## config.mk

```make
export PLATFORM = sky130hd
export DESIGN_NAME = sst_ctrl
export DESIGN_NICKNAME = d
export VERILOG_FILES = /design/src/sv/sst_pkg.sv /design/src/sv/sst_ctrl.sv
export SDC_FILE = /design/constraint.sdc
export NUM_CORES = 1
export LEC_CHECK = 0
export ABC_AREA = 1
export BUFFER_PORTS_ARGS = -buffer_cell sky130_fd_sc_hd__buf_2
export CAP_MARGIN = 20
export CORE_AREA = 2 2 39 41
export CTS_BUF_LIST = sky130_fd_sc_hd__clkbuf_16
export CTS_CLUSTER_DIAMETER = 30
export DETAILED_ROUTE_END_ITERATION = 8
export DIE_AREA = 0 0 41 43
export SETUP_SLACK_MARGIN = 0.1
export SYNTH_ARGS = -nofsm -noshare
export SYNTH_HDL_FRONTEND = slang
export SYNTH_SLANG_ARGS = --single-unit
```

## constraint.sdc

```tcl
create_clock -name clock -period 2.67 [get_ports clock]
set_input_delay 0.4005 -clock clock [delete_from_list [all_inputs] [get_ports clock]]
set_output_delay 0.4005 -clock clock [all_outputs]
set_load 0.005 [all_outputs]
```

## src/sv/sst_pkg.sv

```systemverilog
// ----------------------------------------------------------------------------
// sst_pkg
// shared types, constants and control structs of the sparse triplet transpose
// ----------------------------------------------------------------------------
package sst_pkg;

   // default sizes
   localparam int CAPACITY = 64;
   localparam int MAX_DIM  = 256;

   // field widths
   localparam int ROW_W = 8;
   localparam int COL_W = 8;
   localparam int VAL_W = 32;
   localparam int CFG_W = 9;

   // csr map
   localparam int CSR_IDX_W = 1;
   localparam logic [CSR_IDX_W-1:0] REG_ROW_COUNT = 1'd0;
   localparam logic [CSR_IDX_W-1:0] REG_COL_COUNT = 1'd1;
   localparam logic [CFG_W-1:0] ROW_COUNT_RST = 9'd256;
   localparam logic [CFG_W-1:0] COL_COUNT_RST = 9'd256;

   typedef struct packed {
      logic [ROW_W-1:0]        entry_row;
      logic [COL_W-1:0]        entry_col;
      logic signed [VAL_W-1:0] entry_value;
      logic                    last_entry;
   } req_type;

   typedef struct packed {
      logic [ROW_W-1:0]        out_row;
      logic [COL_W-1:0]        out_col;
      logic signed [VAL_W-1:0] out_value;
      logic                    last_result;
      logic                    some_dropped;
   } rsp_type;

   // one stored triplet
   typedef struct packed {
      logic [ROW_W-1:0]        row;
      logic [COL_W-1:0]        col;
      logic signed [VAL_W-1:0] value;
   } entry_type;

   typedef enum logic [3:0] {
      ST_IDLE,
      ST_UPDATE,
      ST_PREFIX,
      ST_SC_RD,
      ST_SC_CUR,
      ST_SC_WR,
      ST_EM_RD,
      ST_EM_LD,
      ST_FINISH
   } state_type;

   typedef struct packed {
      logic accept;
      logic update;
      logic idx_clear;
      logic idx_inc;
      logic pf_step;
      logic sc_rd;
      logic sc_cur;
      logic sc_wr;
      logic em_rd;
      logic em_ld;
      logic finish;
   } cmd_type;

   typedef struct packed {
      logic last_held;
      logic pf_done;
      logic more;
      logic sc_skip;
      logic out_free;
   } status_type;

endpackage

```

## src/sv/sst_ctrl.sv

```systemverilog
// ----------------------------------------------------------------------------
// sst_ctrl
// sequencer for load, prefix sum, scatter and emission phases
// ----------------------------------------------------------------------------
module sst_ctrl (
   input  logic                   clock,
   input  logic                   reset,
   input  logic                   req_valid,
   output logic                   req_ready,
   input  sst_pkg::status_type    status,
   output sst_pkg::cmd_type       cmd
);

   sst_pkg::state_type state_ff;
   sst_pkg::state_type state_in;

   always_ff @(posedge clock) begin
      if (reset) begin
         state_ff <= sst_pkg::ST_IDLE;
      end else begin
         state_ff <= state_in;
      end
   end

   always_comb begin
      state_in  = state_ff;
      cmd       = '0;
      req_ready = 1'b0;
      case (state_ff)
         sst_pkg::ST_IDLE: begin
            req_ready = 1'b1;
            if (req_valid) begin
               cmd.accept = 1'b1;
               state_in   = sst_pkg::ST_UPDATE;
            end
         end
         sst_pkg::ST_UPDATE: begin
            cmd.update = 1'b1;
            if (status.last_held) begin
               cmd.idx_clear = 1'b1;
               state_in      = sst_pkg::ST_PREFIX;
            end else begin
               state_in = sst_pkg::ST_IDLE;
            end
         end
         sst_pkg::ST_PREFIX: begin
            cmd.pf_step = 1'b1;
            if (status.pf_done) begin
               cmd.idx_clear = 1'b1;
               state_in      = sst_pkg::ST_SC_RD;
            end
         end
         sst_pkg::ST_SC_RD: begin
            if (status.more) begin
               cmd.sc_rd = 1'b1;
               state_in  = sst_pkg::ST_SC_CUR;
            end else begin
               cmd.idx_clear = 1'b1;
               state_in      = sst_pkg::ST_EM_RD;
            end
         end
         sst_pkg::ST_SC_CUR: begin
            if (status.sc_skip) begin
               cmd.idx_inc = 1'b1;
               state_in    = sst_pkg::ST_SC_RD;
            end else begin
               cmd.sc_cur = 1'b1;
               state_in   = sst_pkg::ST_SC_WR;
            end
         end
         sst_pkg::ST_SC_WR: begin
            cmd.sc_wr   = 1'b1;
            cmd.idx_inc = 1'b1;
            state_in    = sst_pkg::ST_SC_RD;
         end
         sst_pkg::ST_EM_RD: begin
            if (!status.more) begin
               state_in = sst_pkg::ST_FINISH;
            end else if (status.out_free) begin
               cmd.em_rd = 1'b1;
               state_in  = sst_pkg::ST_EM_LD;
            end
         end
         sst_pkg::ST_EM_LD: begin
            cmd.em_ld   = 1'b1;
            cmd.idx_inc = 1'b1;
            state_in    = sst_pkg::ST_EM_RD;
         end
         sst_pkg::ST_FINISH: begin
            cmd.finish = 1'b1;
            state_in   = sst_pkg::ST_IDLE;
         end
         default: begin
            state_in = sst_pkg::ST_IDLE;
         end
      endcase
   end

endmodule

```

==> impl_results.md <==
* Hold Path Class: in -> reg
* WP data required at ~2.3 ns
* Post-CTS Hold Fix Bufs at 0
* PwrDens at 734 nW/um2
* Max-Cap Viols at 0
* Crit path largest cell delay at between 0.4 and 0.5 ns
* Worst path bufs/invs at 2
* CTS buffer count at 3
* Initial antenna violation count at 0
* Antenna-violating nets left at 0
* Reg2reg path depth at 7
* Synth Cell Area at between 300 and 400 um2
* Ys Warns at 0
* Clk sinks at 4
* Final hold vios at 0
* Clock Path Buffers at 2
* Outcome: finished, final reports clean
* DRT Wirelength at approximately 1000 um
* Critical-path cell list: inv_2 -> nor2_4 -> nand2_1 -> o211ai_1 -> buf_2
* Ports at 20
* Area of the multi-input gates at 249 um2
* Die Width at 41 um
* DIE AREA at 1760 um2
* CTS HTree Levels at 1
* Clock Pin Slew Worst Setup and Hold Paths at approximately 0.030 ns
* Port-buffer cells at 19
* Relative slew slack at 82.3%
* Share of cells above drive strength 1 at between 30 and 40%
* Reg2reg end: state_ff[0]
* Nets@finish at 100
* Cts repair resizes at 0
* Final Max Slew Viols at 0
* Post-route setup TNS at 0 ns
* Worst Path Arrival at 1.22 ns
* Critical Path Start Type: register
* Slowest cell on crit path: dfxtp_1
* RSZ-0062 raised after global routing: false
* Hold EP: state_ff[1]
* Via count of the first global-routing pass at 411
* Layout overhead on the synthesized area at 50.8%
* Biggest regs: state_ff (4)
* Synth Area in XOR/XNOR at 0%
* Core area at 1380 um2
* Largest register FFs at 4
* Fill count at 149
* First-pass GRT wire length at 1640 um
* Critical path type: reg -> out
* Fmax at roughly 600 MHz
* Compound-cell area share of the yosys netlist at under 10%
* GRT overflow at 0
* WL/cell at 9.41 um
* Die height at 43 um
* Syn Nets at 76
* Post-detail-place hpwl at 816 um
* Initial Utilization at roughly 27%
* Actual slew at the worst max-slew pin at ~0.26 ns
* Final Util at 40.8%
* Leak Pwr at 0.326 nW
* Yosys cell types at 15
* Global Route Usage Sum at 14.2%
* Drt initial violations at 7
* Worst Skew at between 0.001 and 0.0015 ns
* Mux cell area share after synthesis at 0%
* Flops & latches, synth at 4
* Largest net degree at the start of global routing at 7
* R2R Path Start: state_ff[3]
* Cell Rows at 14
* CP endpoint kind: output pin
* Vias/cell at 4.47
* # setup viols final at 0
* CP max FO at 5
* Setup Fix Bufs, Post-CTS at 0
* Mapped Cells at 68
* Hold path cells at 2
* Top delay family on crit path: flip-flops
* R2R setup slack at 1.56 ns
* CTS tree: built
* Peak supply drop at 0.000300 V
* Critical hold path startpoint: reset
* Ant. Diodes at 0
* Clock root buffer: clkbuf_16
* Average cell area after synthesis at 5.50 um2
* Reg with most FFs: state_ff
* Largest family of logic cells by synthesized area: simple AND/OR/NAND/NOR gates
* Pre-antenna DRT Iters at 3
* Vias at 474
* Simple-gate share of the synthesized area at 59.9%
* Post-synthesis adder-cell area fraction at 0%
* Register area at approximately 80 um2
* Tmin final at 1.62 ns
* Sequential share of the synthesized area at 21.4%
* Final period util at 60.8%
* Clock latency on the worst-skew pair at about 0.23 ns
* DRC viols at 0
* Final GP Congestion at roughly 0.7
-- worst max-delay path by stage --
stage,from,endpoint,slack (ns),cells after the start
6_report,state_ff[1],cmd[8],1.05,5
4_1_cts,state_ff[1],cmd[8],1.04,5
2_1_floorplan,state_ff[1],cmd[8],1.43,4
3_3_place_gp,state_ff[1],cmd[8],1.32,5
3_5_place_dp,state_ff[1],cmd[8],1.28,5
5_1_grt,state_ff[1],cmd[8],0.94,5
-- metal layers --
layer  global-route usage, %  part of all wire [%]  vias up
met1                    15.7                    41      205
met3                    4.71                   5.9        3
li1                        -                     -      255
met2                    22.5                    51       11
met4                    8.00                   2.2        0
met5                       0                     0        -
-- where the power goes --
| group | leakage [nW] | switching (W) | internal [W] |
|---|---|---|---|
| sequential | 0.0326 | 0.0000115 | 0.0000666 |
| clock | 0.0370 | 0.0000454 | 0.000192 |
| combinational | 0.256 | 0.0000582 | 0.0000411 |
| total | 0.326 | 0.000115 | 0.000299 |
-- kinds of logic after synthesis --
group,Yosys count
flip-flops,4
AO/OA/AOI/OAI,4
AND/OR/NAND/NOR,48
buffers and inverters,12
-- synth_stat cells (all sizes together) --
library cell	count	share of area (%)
nor2	21	28
nand2	18	19
o211ai	1	2.0
a211oi	1	2.0
dfxtp	4	21
a21oi	1	1.3
nand3	6	9.4
o21ai	1	1.3
inv	12	12
nor3	3	4.0
-- final cells by class --
cell class	count	share of cell area, %
Clock buffer	3	13.3
Inverter	12	7.98
Multi-Input combinational cell	52	44.1
Sequential cell	4	14.2
Tap cell	16	3.55
Timing Repair Buffer	19	16.9
-- through the flow --
step	instance area (um2)	power, W	instances	hold slack, ns	setup WS (ns)
finish	564	0.000414	106	0.381	1.05
global route	564	0.000438	106	0.396	0.940
CTS	564	0.000415	106	0.383	1.04
detailed placement	489	0.000179	103	0.618	1.28
global placement	489	0.000178	103	0.614	1.32
floorplan	374	0.000143	68	0.470	1.43
-- placed cells by master, fill, tap and decap left out --
master / instances
a211oi_1: 1
a21oi_1: 1
buf_2: 19
clkbuf_16: 3
dfxtp_1: 4
inv_1: 8
inv_2: 4
nand2_1: 17
nand2_2: 1
nand3_1: 5
nand3_2: 1
nor2_1: 15
nor2_2: 4
nor2_4: 2
nor3_1: 3
o211ai_1: 1
o21ai_1: 1
Power figures use the tool's default switching activity.
